$ cat src/hw/rtl/tfd_pkg.sv
// Shared types, constants and arithmetic helpers for the two-tap stereo
// feedback delay. Used by tfd_lane, tfd_merge and the top level.
`timescale 1ns / 1ps
`default_nettype none

package tfd_pkg;

  localparam int unsigned SAMPLE_BITS  = 16;
  localparam int unsigned DEPTH        = 131072;
  localparam int unsigned ADDR_W       = $clog2(DEPTH);
  localparam int unsigned DELAY_W      = 17;
  localparam int unsigned GAIN_W       = 16;
  localparam int unsigned ECHO_LEVEL_W = 13;
  // 2 * x * gain, signed
  localparam int unsigned DRY_W        = SAMPLE_BITS + GAIN_W + 2;
  // 0.1 * (c0 + c1), signed
  localparam int unsigned ECHO_W       = SAMPLE_BITS + 1 + ECHO_LEVEL_W + 1;
  // (left_out + right_out) * feedback_gain, signed
  localparam int unsigned FB_W         = SAMPLE_BITS + 1 + GAIN_W + 1;
  localparam int unsigned ACC_W        = DRY_W + 2;
  localparam int unsigned MIX_SHIFT    = 15;
  localparam int unsigned FB_SHIFT     = 14;

  typedef logic signed [SAMPLE_BITS-1:0]  smp_t;
  typedef logic        [ADDR_W-1:0]       addr_t;
  typedef logic        [DELAY_W-1:0]      delay_t;
  typedef logic        [GAIN_W-1:0]       gain_t;
  typedef logic signed [ECHO_LEVEL_W:0]   echo_lvl_t;
  typedef logic signed [DRY_W-1:0]        dry_t;
  typedef logic signed [ECHO_W-1:0]       echo_t;
  typedef logic signed [FB_W-1:0]         fb_t;
  typedef logic signed [ACC_W-1:0]        acc_t;

  // 0.1 in Q0.15
  localparam echo_lvl_t ECHO_LEVEL = echo_lvl_t'(3277);

  localparam acc_t SMAX = (acc_t'(1) <<< (SAMPLE_BITS - 1)) - acc_t'(1);
  localparam acc_t SMIN = -(acc_t'(1) <<< (SAMPLE_BITS - 1));

  typedef struct packed {
    smp_t left_in;
    smp_t right_in;
  } in_t;

  typedef struct packed {
    smp_t left_out;
    smp_t right_out;
  } out_t;

  // One store entry: channel 0 in the low half.
  typedef struct packed {
    smp_t ch1;
    smp_t ch0;
  } pair_t;

  // Step strobes from the sequencer to the lanes and the merge stage.
  typedef struct packed {
    logic rd;
    logic mix;
    logic sum;
    logic fb;
    logic wb;
  } ctrl_t;

  // Round half up, then drop s fraction bits.
  function automatic acc_t rnd_shr(acc_t v, int unsigned s);
    acc_t w;
    w = v + (acc_t'(1) <<< (s - 1));
    return w >>> s;
  endfunction

  function automatic smp_t sat(acc_t v);
    smp_t r;
    if (v > SMAX) begin
      r = smp_t'(SMAX);
    end else if (v < SMIN) begin
      r = smp_t'(SMIN);
    end else begin
      r = smp_t'(v);
    end
    return r;
  endfunction

endpackage

`default_nettype wire

$ cat src/hw/rtl/tfd_merge.sv
// Merge stage: combines both lane outputs into the feedback term and forms
// the write-back entries of both stores. Depends on tfd_pkg.
`timescale 1ns / 1ps
`default_nettype none

module tfd_merge (
  input  wire logic            clk_i,
  input  wire tfd_pkg::ctrl_t  ctrl_i,
  input  wire tfd_pkg::smp_t   lo_i,
  input  wire tfd_pkg::smp_t   ro_i,
  input  wire tfd_pkg::gain_t  fb_gain_i,
  input  wire tfd_pkg::pair_t  pair_i,
  output tfd_pkg::pair_t       wdata_a_o,
  output tfd_pkg::pair_t       wdata_b_o
);

  tfd_pkg::fb_t                          prod_q;
  tfd_pkg::fb_t                          prod_d;
  logic signed [tfd_pkg::SAMPLE_BITS:0]  lr_sum;
  logic signed [tfd_pkg::GAIN_W:0]       gain_s;
  tfd_pkg::acc_t                         fbr;

  always_comb begin
    lr_sum = {lo_i[tfd_pkg::SAMPLE_BITS-1], lo_i} + {ro_i[tfd_pkg::SAMPLE_BITS-1], ro_i};
    gain_s = $signed({1'b0, fb_gain_i});
    prod_d = tfd_pkg::fb_t'(lr_sum) * tfd_pkg::fb_t'(gain_s);
    fbr    = tfd_pkg::rnd_shr(tfd_pkg::acc_t'(prod_q), tfd_pkg::FB_SHIFT);
    // Feed back into channel 0 of store A and channel 1 of store B.
    wdata_a_o.ch0 = tfd_pkg::sat(tfd_pkg::acc_t'(pair_i.ch0) + fbr);
    wdata_a_o.ch1 = pair_i.ch1;
    wdata_b_o.ch0 = pair_i.ch0;
    wdata_b_o.ch1 = tfd_pkg::sat(tfd_pkg::acc_t'(pair_i.ch1) + fbr);
  end

  always_ff @(posedge clk_i) begin
    if (ctrl_i.fb) begin
      prod_q <= prod_d;
    end
  end

endmodule

`default_nettype wire

$ cat config.mk
export PLATFORM = sky130hd
export DESIGN_NAME = tfd_merge
export DESIGN_NICKNAME = d
export VERILOG_FILES = /design/src/hw/rtl/tfd_pkg.sv /design/src/hw/rtl/tfd_merge.sv
export SDC_FILE = /design/constraint.sdc
export NUM_CORES = 1
export LEC_CHECK = 0
export ABC_AREA = 0
export BUFFER_PORTS_ARGS = -buffer_cell sky130_fd_sc_hd__buf_2
export CORE_MARGIN = 4
export CORE_UTILIZATION = 50
export DETAILED_ROUTE_END_ITERATION = 16
export GPL_ROUTABILITY_DRIVEN = 0
export PLACE_DENSITY = 0.68
export SYNTH_ARGS = -nofsm -noshare
export SYNTH_HDL_FRONTEND = slang
export SYNTH_SLANG_ARGS = --single-unit
$ cat constraint.sdc
create_clock -name clk_i -period 9.2 [get_ports clk_i]
set_clock_uncertainty 0.1 [all_clocks]
set_input_delay 0.92 -clock clk_i [delete_from_list [all_inputs] [get_ports clk_i]]
set_output_delay 0.92 -clock clk_i [all_outputs]
set_load 0.02 [all_outputs]
# Yosys cells after proc, flatten, opt, wreduce, memory -nomap -nowiden
# Index checks and enable logic that the tools add are counted.
dict set report totals {
  regBits 34
  in_bits 86
  elab_cells 14
}
dict set report op_classes {
  n_addsub 4
  multipliers 1
  n_lt_le_gt_ge 4
  n_mux 4
}
# operator n
set op_table {}
lappend op_table {{16-bit 2-to-1 mux} 4}
lappend op_table {{16-bit by 21-bit adder with 22-bit output} 2}
lappend op_table {{22-bit by 16-bit > comparator with 1-bit output (second input constant)} 2}
lappend op_table {{22-bit by 16-bit less-than comparator with 1-bit output (second input constant)} 2}
lappend op_table {{34-bit by 15-bit adder with 35-bit output (second input constant)} 1}
lappend op_table {{17-bit by 17-bit multiplier with 34-bit output} 1}
lappend op_table {{16-bit by 16-bit adder with 17-bit output} 1}

# Logic depth before layout (Yosys ltp)
# Gate-level depths: netlist of run 1.
dict set report depth {
  ltp_word 5
  mapped_depth 35
  ltp_nobuf 34
}

# Least setup slack after synthesis of run 1
# Ideal clock, no wire load.
dict set report synth_timing {
  path_type {input-to-reg}
  startpoint {in lo_i[0]}
  endpoint {reg prod_q[29] (data pin)}
  setup_ns 0.162
  t_arrival_ns 8.654
  required_ns 8.938
  slack_ns 0.284
  stages 33
  path_buffers 1
  path_cell_list {ha_1 > inv_1 > fa_1 > nor2b_1 > o21ai_0 > a21boi_0 > o21ai_0 > a211oi_1 > o31ai_1 > o311a_1 > o31a_1 > clkbuf_1 > and2_1 > fa_1 > inv_1 > fa_1 > inv_1 > fa_1 > inv_1 > fa_1 > fa_1 > fa_1 > inv_1 > ha_1 > nor3_1 > nor2_1 > o41ai_1 > nand3_1 > o31ai_1 > a211oi_1 > o21a_1 > or4b_2 > o2111ai_1}
}
dict set report synth_via {
  elab_chain_len 2
}
# item line_no
set synth_rtl {}
lappend synth_rtl {{start, declared} tfd_merge.sv:9} ;# input wire tfd_pkg::smp_t lo_i,
lappend synth_rtl {{16-bit by 16-bit adder with 17-bit output} tfd_merge.sv:24} ;# lr_sum = {lo_i[tfd_pkg::SAMPLE_BITS-1], lo_i} + {ro_i[tfd_pkg::SAMPLE_BITS-1], ro_i};
lappend synth_rtl {{17-bit by 17-bit multiplier with 34-bit output} tfd_merge.sv:26} ;# prod_d = tfd_pkg::fb_t'(lr_sum) * tfd_pkg::fb_t'(gain_s);
lappend synth_rtl {{via prod_d[29]} tfd_merge.sv:18} ;# tfd_pkg::fb_t prod_d;
lappend synth_rtl {{end signal, assigned} tfd_merge.sv:37} ;# prod_q <= prod_d;
lappend synth_rtl {{end, declared} tfd_merge.sv:17} ;# tfd_pkg::fb_t prod_q;
# The timed path passes the listed nets, and every way through them passes these cells.
# A chain may end at the register's enable or synchronous reset.

# Final worst setup path of run 1
# Ends and elaborated chain as after synthesis.

==> results.md, run 1 <==
- Period minus WS final: 8.85 ns
- Port Buffers: 145
- DIE HEIGHT: 179 um
- Initial Util: 50.6%
- End of the worst hold path: prod_q[19]
- Max FFs per register: 21
- Residual DRC: 0
- Hold crit path type: in -> reg
- Seq/Total Area, Yosys: 4.34%
- Fmax: 0.113 GHz
- Final core utilization: 55.4%
- Slowest CP cell: or4b_2
- Total core area: 28,700 um^2
- Top cells by area, synth: fa_1, ha_1, inv_1
- Finished Layout Cells: 2,195
- Crit path required time: 9.19 ns
- Synth area leader: fa_1
- Final Max Tran Viols: 0
- Synth warnings: 0
- Largest regs: prod_q: 21 flops
- GRT overflow: 0
- Max-cap violation count: 0
- CTS Sinks: 21
- 1st-pass router iterations: 5
- Final period util: 96.2%
- H-Tree Depth: 1
- Vias per cell: 5.29
- CP Class: in -> reg
- Outcome: completed
- Row count: 62
- RSZ-0062 raised after global routing: true
- Max FO, Critical Path: 4
- Worst Setup End Kind: flop
- Place WS: -0.280 ns
- Layout area overhead: 9.49%
- Final Hold Fails: 0
- Netlist cell types: 69
- Vias in the first global route: 12,088
- Syn Area/Cell: 8.58 um^2
- Post-Route WL: 34.7 mm
- Post-DP HPWL: 28.9 mm
- CP arrival: 8.84 ns
- Gr usage total: 22.5%
- Hold depth: 1
- Flops & latches, synth: 21
- Clock slew at reported path FFs: 0.05 ns
- Worst slew pin tran: 1.08 ns
- Initial antenna violation count: 0
- Synthesized area: 14,500 um^2
- Root buffer cell: clkbuf_16
- Bufs on Longest Clock Path: 2
- Dpl cells: 2,190
- Final setup vio count: 0
- Mapped Cells: 1,694
- Drt wl/cell: 15.8 um
- Initial DRC count: 585
- CTS Hold Bufs: 0
- I/O Pins: 150
- Layout cell share with drive strength beyond 1: 13.4%
- Post-synth top cells: inv_1, fa_1, nand2_1
- FFs w/ async S/R, synth: 0%
- CTS tree: yes
- Rel. slew slack: 27.4%
- Post-synth EDFFs: 21
- Post-route ant nets: 0
- Largest Register: prod_q
- Post-synth net total: 2,198
- Yosys top cell area share: 37.7%
- Ant diodes: 0
- Num CTS Buffers: 3
- HP Start: ctrl_i[1]
- Horiz. Die Dim: 179 um
- Fill cells: 2,670
- Crit path top cell by count: fa_1
- Vias after detailed routing: 11,620
- Largest net degree at the start of global routing: 22
- Most instantiated library cell after synthesis: inv_1
- Final setup margin: 0.345 ns
- Area of the die: 31,900 um^2
- Slowest stage delay, CP: 0.62 ns
- Top_reg_cell synth: edfxtp_1
- First-pass GRT wire length: 58.4 mm
- Startpoint types: input pin
- # nets final: 2,316
[cell families after synthesis]
logic type,Yosys count,share of synthesized area [%]
compound gates,219,10.3
xor+xnor,93,5.60
fa+ha+maj,423,50.5
buf+inv,445,12.4
flops,21,4.34
mux,1,0.0689
simple gates,492,16.8
[cell usage in the layout, fill, tap and decap left out, types with 5 or more instances in the layout]
cell type,count
nor3_1,15
nand3_1,23
o211ai_1,5
fa_1,273
xor2_1,30
o21a_1,9
buf_4,49
nand2b_1,17
inv_1,361
and2_1,123
a211oi_1,6
o221ai_1,5
o31a_1,5
buf_2,145
a21o_1,14
nand2_1,188
a21oi_1,55
and3_1,9
o21ai_1,10
nand4_1,8
nand3b_1,6
o31ai_1,5
maj3_1,5
xnor2_1,61
edfxtp_1,21
nor2b_1,23
o22ai_1,16
o21ai_0,36
nor2_1,56
ha_1,142
or2_2,5
[worst max path at each step]
stage          startpoint          to  slack (ns)  cells past startpoint
2_1_floorplan     lo_i[0]  prod_q[29]        0.28                     33
3_3_place_gp      lo_i[0]  prod_q[29]       -0.14                     34
3_5_place_dp      lo_i[0]  prod_q[29]       -0.28                     33
4_1_cts           lo_i[0]  prod_q[29]        0.03                     34
5_1_grt           lo_i[0]  prod_q[29]       0.007                     33
6_report          lo_i[0]  prod_q[29]        0.35                     34
[what timing repair did]
action / in CTS / in global routing
pin swaps: 0 / 11
resized for setup: 3 / 28
buffers inserted: 0 / 1
endpoints found under the setup margin: 1 / 5
[critical path: cells and delay by family]
family	cells	cell delay, ns
AND/OR/NAND/NOR	6	1.41
AO/OA/AOI/OAI	12	2.17
adder cells (fa/ha/maj)	9	3.84
buffers and inverters	7	0.49
[routing by layer]
layer / GRT usage, % / up-vias / share of wire, %
met5: 0 / - / 0
met1: 30.9 / 5674 / 44
met2: 38.1 / 388 / 48
met3: 2.73 / 57 / 6.5
li1: - / 5501 / -
met4: 5.60 / 0 / 2.4
[area by class of cell]
class | count | area [um^2] | share of cell area, %
clock buffers | 4 | 78.8 | 0.495
repair buffers | 197 | 1140 | 7.14
well taps | 384 | 480 | 3.02
flip-flops and latches | 21 | 631 | 3.96
inverters | 361 | 1360 | 8.51
multi-input cells | 1228 | 12200 | 76.9
[metrics by stage]
| step | cell area [um^2] | TNS (ns) | hold WS, ns |
|---|---|---|---|
| global placement | 15700 | -0.143 | 1.33 |
| finish | 15900 | 0 | 1.07 |
| CTS | 15800 | 0 | 1.08 |
| global route | 15900 | 0 | 1.09 |
| floorplan | 14500 | 0 | 0.932 |
| detailed placement | 15700 | -0.659 | 1.34 |
Power of run 1 is left out: the tool's default activity adds up to more than one toggle a clock period on the data nets, which glitch-free logic cannot reach.
==> inputs of run 2 (changes only) <==
--- a/config.mk
+++ b/config.mk
@@ -11,7 +11,8 @@
 export CORE_UTILIZATION = 50
 export DETAILED_ROUTE_END_ITERATION = 16
 export GPL_ROUTABILITY_DRIVEN = 0
-export PLACE_DENSITY = 0.68
+export PLACE_DENSITY = 0.65
+export SLEW_MARGIN = 20
 export SYNTH_ARGS = -nofsm -noshare
 export SYNTH_HDL_FRONTEND = slang
 export SYNTH_SLANG_ARGS = --single-unit
==> constraint.sdc (replaced) <==
create_clock -name clk_i -period 10.2 [get_ports clk_i]
set_clock_uncertainty 0.1 [all_clocks]
set_input_delay 1.02 -clock clk_i [delete_from_list [all_inputs] [get_ports clk_i]]
set_output_delay 1.02 -clock clk_i [all_outputs]
set_load 0.02 [all_outputs]
==> run 2 against run 1 <==
Design area is 2.1% lower. Final cell count fell by 1.3%. First-iteration DRC count shrank 11%. Sequential share of layout area up 0.083 points. Critical path depth stayed put. Flip-flop and latch count did not move. Highest routed layer unchanged. Critical endpoint unchanged. Critical path type unchanged. Worst setup slack gained 0.34 ns. Routed wire length is 0.85% higher. Die area stayed put.
==> results.md, run 2 (synthesis gave the netlist of run 1 again) <==
- Outcome: completed
- Row count: 62 (unchanged)
- Horiz. Die Dim: 179 um (unchanged)
- Post-DP HPWL: 29.6 mm (+2.3%)
- Hold depth: 1 (unchanged)
- First-pass GRT wire length: 58.7 mm (+0.54%)
- Most frequent cells in the layout: inv_1, fa_1, nand2_1
- Drt wl/cell: 16.2 um (+2.1%)
- I/O Pins: 150 (unchanged)
- # nets final: 2,288 (-1.2%)
- Fmax: 0.105 GHz
- Crit path top cell by count: fa_1
- CTS Sinks: 21 (unchanged)
- GRT overflow: 0 (unchanged)
- Largest Register: prod_q
- Vias after detailed routing: 11,418 (-1.7%)
- Bufs on Longest Clock Path: 2 (unchanged)
- Clock slew at reported path FFs: 0.06 ns (about the same)
- Worst Setup End Kind: flop
- Initial antenna violation count: 0 (unchanged)
- Residual DRC: 0 (unchanged)
- Initial DRC count: 522 (-11%)
- Startpoint types: input pin
- Crit path required time: 10.17 ns (+0.98 ns)
- Port Buffers: 145 (unchanged)
- RSZ-0062 raised after global routing: false
- CTS tree: yes
- CP Class: in -> reg
- Slowest CP cell: or4b_2
- Rel. slew slack: 32.3% (+4.9 points)
- CTS Hold Bufs: 0 (unchanged)
- H-Tree Depth: 1 (unchanged)
- Vias per cell: 5.27 (-0.47%)
- Gr usage total: 22.6% (+0.074 points)
- Post-route ant nets: 0 (unchanged)
- Largest regs: prod_q: 21 flops
- 1st-pass router iterations: 5 (unchanged)
- Hold crit path type: in -> reg
- Final Hold Fails: 0 (unchanged)
- Final period util: 93.2%
- Final core utilization: 54.3% (-1.1 points)
- Commonest non-fill, non-tap cell in the layout: inv_1
- Period minus WS final: 9.51 ns
- Max FFs per register: 21 (unchanged)
- Max FO, Critical Path: 4 (unchanged)
- Worst slew pin tran: 1.01 ns (-0.0713 ns)
- Layout cell share with drive strength beyond 1: 11.0% (-2.4 points)
- Area of the die: 31,900 um^2 (unchanged)
- Final Max Tran Viols: 0 (unchanged)
- Ant diodes: 0 (unchanged)
- Setup TNS: 0 ns (unchanged)
- HP Start: ctrl_i[1]
- Final setup vio count: 0 (unchanged)
- Total core area: 28,700 um^2 (unchanged)
- Root buffer cell: clkbuf_16
- Max-cap violation count: 0 (unchanged)
- Vias in the first global route: 11,957 (-1.1%)
- End of the worst hold path: prod_q[18]
- Largest net degree at the start of global routing: 24 (+9.1%)
- DIE HEIGHT: 179 um (unchanged)
- Slowest stage delay, CP: 0.60 ns (-0.02 ns)
- Post-Route WL: 35.0 mm (+0.85%)
- Layout area overhead: 7.23%
- Num CTS Buffers: 3 (unchanged)
- CP arrival: 9.48 ns (+0.64 ns)
- Buffers plus inverters on the worst setup path: 7 (unchanged)
- Cell family with most CP delay: adder cells
- Initial Util: 50.6% (unchanged)
## run 2: area by class of cell
type                       count  area (um^2)
fill                        2731        13100
tap                          384          480
multi-input combinational   1228        12100
sequential                    21          631
clock inverter                 1         7.51
inverter                     361         1360
timing repair buffer         169          906
clock buffer                   3         75.1
## run 2: what timing repair did
action	in CTS	in global routing
gates resized for setup	0	0
buffers inserted	0	1
setup endpoints to repair	0	1
## run 2: routing by layer
| metal | routed length [um] | track usage, % | vias up |
|---|---|---|---|
| li1 | - | - | 5447 |
| met1 | 15700 | 31.7 | 5612 |
| met2 | 16800 | 39.1 | 327 |
| met3 | 2110 | 2.01 | 32 |
| met4 | 414 | 3.42 | 0 |
| met5 | 0 | 0 | - |
## run 2: how the worst max path moves through the flow
| stage | start | endpoint | slack, ns | cells past startpoint |
|---|---|---|---|---|
| 2_1_floorplan | lo_i[0] | prod_q[29] | 1.18 | 33 |
| 3_3_place_gp | lo_i[0] | prod_q[29] | 0.46 | 34 |
| 3_5_place_dp | lo_i[0] | prod_q[29] | 0.47 | 34 |
| 4_1_cts | lo_i[0] | prod_q[29] | 0.67 | 34 |
| 5_1_grt | lo_i[0] | prod_q[29] | 0.007 | 33 |
| 6_report | lo_i[0] | prod_q[29] | 0.69 | 34 |
## run 2: metrics by stage
stage / worst slack (ns) / instance area (um^2) / hold WS, ns / std cells
finish: 0.690 / 15600 / 1.18 / 2167
detailed placement: 0.470 / 15500 / 1.46 / 2162
floorplan: 1.18 / 14500 / 1.03 / 1694
global route: 0.00671 / 15600 / 1.21 / 2167
CTS: 0.668 / 15600 / 1.19 / 2166
global placement: 0.465 / 15500 / 1.45 / 2162
Power of run 2 is left out for the same reason.
==> inputs of run 3 (changes only) <==
--- a/config.mk
+++ b/config.mk
@@ -8,10 +8,10 @@
 export ABC_AREA = 0
 export BUFFER_PORTS_ARGS = -buffer_cell sky130_fd_sc_hd__buf_2
 export CORE_MARGIN = 4
-export CORE_UTILIZATION = 50
+export CORE_UTILIZATION = 32
 export DETAILED_ROUTE_END_ITERATION = 16
 export GPL_ROUTABILITY_DRIVEN = 0
-export PLACE_DENSITY = 0.65
+export PLACE_DENSITY = 0.45
 export SLEW_MARGIN = 20
 export SYNTH_ARGS = -nofsm -noshare
 export SYNTH_HDL_FRONTEND = slang
==> run 3 against run 2 <==
Non-clock buffer count is 2 higher. Via count decreased by 0.32%. Sequential share of layout area decreased by 0.069 points. Critical path type unchanged. Highest routed layer unchanged.
==> results.md, run 3 (synthesis gave the netlist of run 1 again) <==
- Hold depth: 1 (unchanged)
- # nets final: 2,290 (+0.087%)
- Root buffer cell: clkbuf_16
- End of the worst hold path: prod_q[23]
- Layout cell share with drive strength beyond 1: 11.2% (+0.21 points)
- Area of the die: 48,900 um^2 (+53%)
- HP Start: ctrl_i[1]
- Initial antenna violation count: 0 (unchanged)
- Final setup margin: 0.618 ns (-0.0720 ns)
- CTS Sinks: 21 (unchanged)
- Post-cts sizing count: 0 (unchanged)
- Largest Register: prod_q
- Post-Route WL: 38.7 mm (+10%)
- Initial DRC count: 621 (+19%)
- Seq. cell area: 631 um^2 (unchanged)
- Max FFs per register: 21 (unchanged)
- Worst slew pin tran: 1.02 ns (+0.00603 ns)
- Fill cells: 4,745 (+74%)
- Post-CTS Setup Inserts: 0 (unchanged)
- Ant diodes: 0 (unchanged)
- Final period util: 93.9% (+0.71 points)
- H-Tree Depth: 1 (unchanged)
- Num CTS Buffers: 3 (unchanged)
- First-pass GRT wire length: 65.0 mm (+11%)
- Residual DRC: 0 (unchanged)
- Fmax: 0.104 GHz (-0.75%)
- Place WS: 0.167 ns (-0.303 ns)
- Bufs on Longest Clock Path: 2 (unchanged)
- Drt wl/cell: 16.3 um (+0.71%)
- Post-route ant nets: 0 (unchanged)
- Row count: 77 (+24%)
- Final Max Tran Viols: 0 (unchanged)
- CTS Hold Bufs: 0 (unchanged)
- CP arrival: 9.57 ns (+0.09 ns)
- Crit path top cell by count: fa_1
- Startpoint types: input pin
- Post-DP HPWL: 32.5 mm (+9.6%)
- Final Hold Fails: 0 (unchanged)
- Crit path required time: 10.19 ns (+0.02 ns)
- Vias per cell: 4.79 (-9.1%)
- Rel. slew slack: 31.7% (-0.56 points)
- Layout area overhead: 9.10%
- Horiz. Die Dim: 221 um (+24%)
- GRT overflow: 0 (unchanged)
- Total core area: 44,600 um^2 (+55%)
- CTS tree: yes
- Period minus WS final: 9.58 ns (+0.0720 ns)
- Vias in the first global route: 12,117 (+1.3%)
- 1st-pass router iterations: 5 (unchanged)
- Vias after detailed routing: 11,382 (-0.32%)
- Max-cap violation count: 0 (unchanged)
- Setup TNS: 0 ns (unchanged)
- I/O Pins: 150 (unchanged)
- Slowest stage delay, CP: 0.81 ns (+0.21 ns)
- Clock slew at reported path FFs: 0.06 ns (about the same)
- Hold crit path type: in -> reg
- Multi-input logic area: 12,100 um^2 (about the same)
- DIE HEIGHT: 221 um (+24%)
- Max FO, Critical Path: 7 (+3)
- RSZ-0062 raised after global routing: false
- Port Buffers: 145 (unchanged)
- Most frequent cells in the layout: inv_1, fa_1, nand2_1
- Initial Util: 32.6% (-18 points)
- Largest net degree at the start of global routing: 22 (-8.3%)
- Final setup vio count: 0 (unchanged)
- Gr usage total: 16.1% (-6.4 points)
- Largest regs: prod_q: 21 flops
- Outcome: completed
- Slowest CP cell: xnor2_1
- Commonest non-fill, non-tap cell in the layout: inv_1
- CP Class: in -> reg
- Worst Setup End Kind: flop
-- run 3: changes by cell type in the layout (fill, tap and decap cells not counted) --
cell and delta:
o31ai_2 +1, o41ai_4 -1, clkinv_2 +1, a211oi_2 +1, o41ai_2 +1, clkinvlp_4 -1, o31ai_1 -1, a211oi_1 -1
buf_4 +2
-- run 3: metal layers --
metal	global-route usage, %	part of all wire, %	vias up
li1	-	-	5444
met1	23.7	49	5661
met2	26.9	46	258
met3	1.34	4.0	19
met4	1.89	0.77	0
met5	0	0	-
-- run 3: worst max path at each step --
stage            start         end  slack (ns)  depth (start not counted)
2_1_floorplan  lo_i[0]  prod_q[29]        1.18                         33
3_3_place_gp   lo_i[0]  prod_q[29]        0.27                         34
3_5_place_dp   lo_i[0]  prod_q[29]        0.17                         34
4_1_cts        lo_i[0]  prod_q[29]        0.42                         34
5_1_grt        lo_i[0]  prod_q[29]        0.02                         32
6_report       lo_i[0]  prod_q[29]        0.62                         32
-- run 3: area by class of cell --
type	instances	share of cell area, %
Multi-Input combinational cell	1228	76.5
Timing Repair Buffer	171	5.81
Tap cell	592	4.67
Clock inverter	1	0.0316
Sequential cell	21	3.98
Inverter	361	8.55
Clock buffer	3	0.473
-- run 3: through the flow --
step / util [%] / hold WS [ns] / cells / area, um^2
global route: 35.6 / 1.19 / 2377 / 15900
finish: 35.6 / 1.16 / 2377 / 15900
global placement: 35.3 / 1.44 / 2373 / 15800
CTS: 35.5 / 1.17 / 2377 / 15800
floorplan: - / 1.03 / 1694 / 14500
detailed placement: 35.3 / 1.45 / 2373 / 15800
-- run 3: critical path, delay by kind of cell --
family / cells / cell delay (ns)
buf+inv: 7 / 0.80
simple gates: 6 / 1.18
fa+ha+maj: 9 / 3.72
xor+xnor: 1 / 0.81
compound gates: 9 / 2.02
Power of run 3 is left out for the same reason.
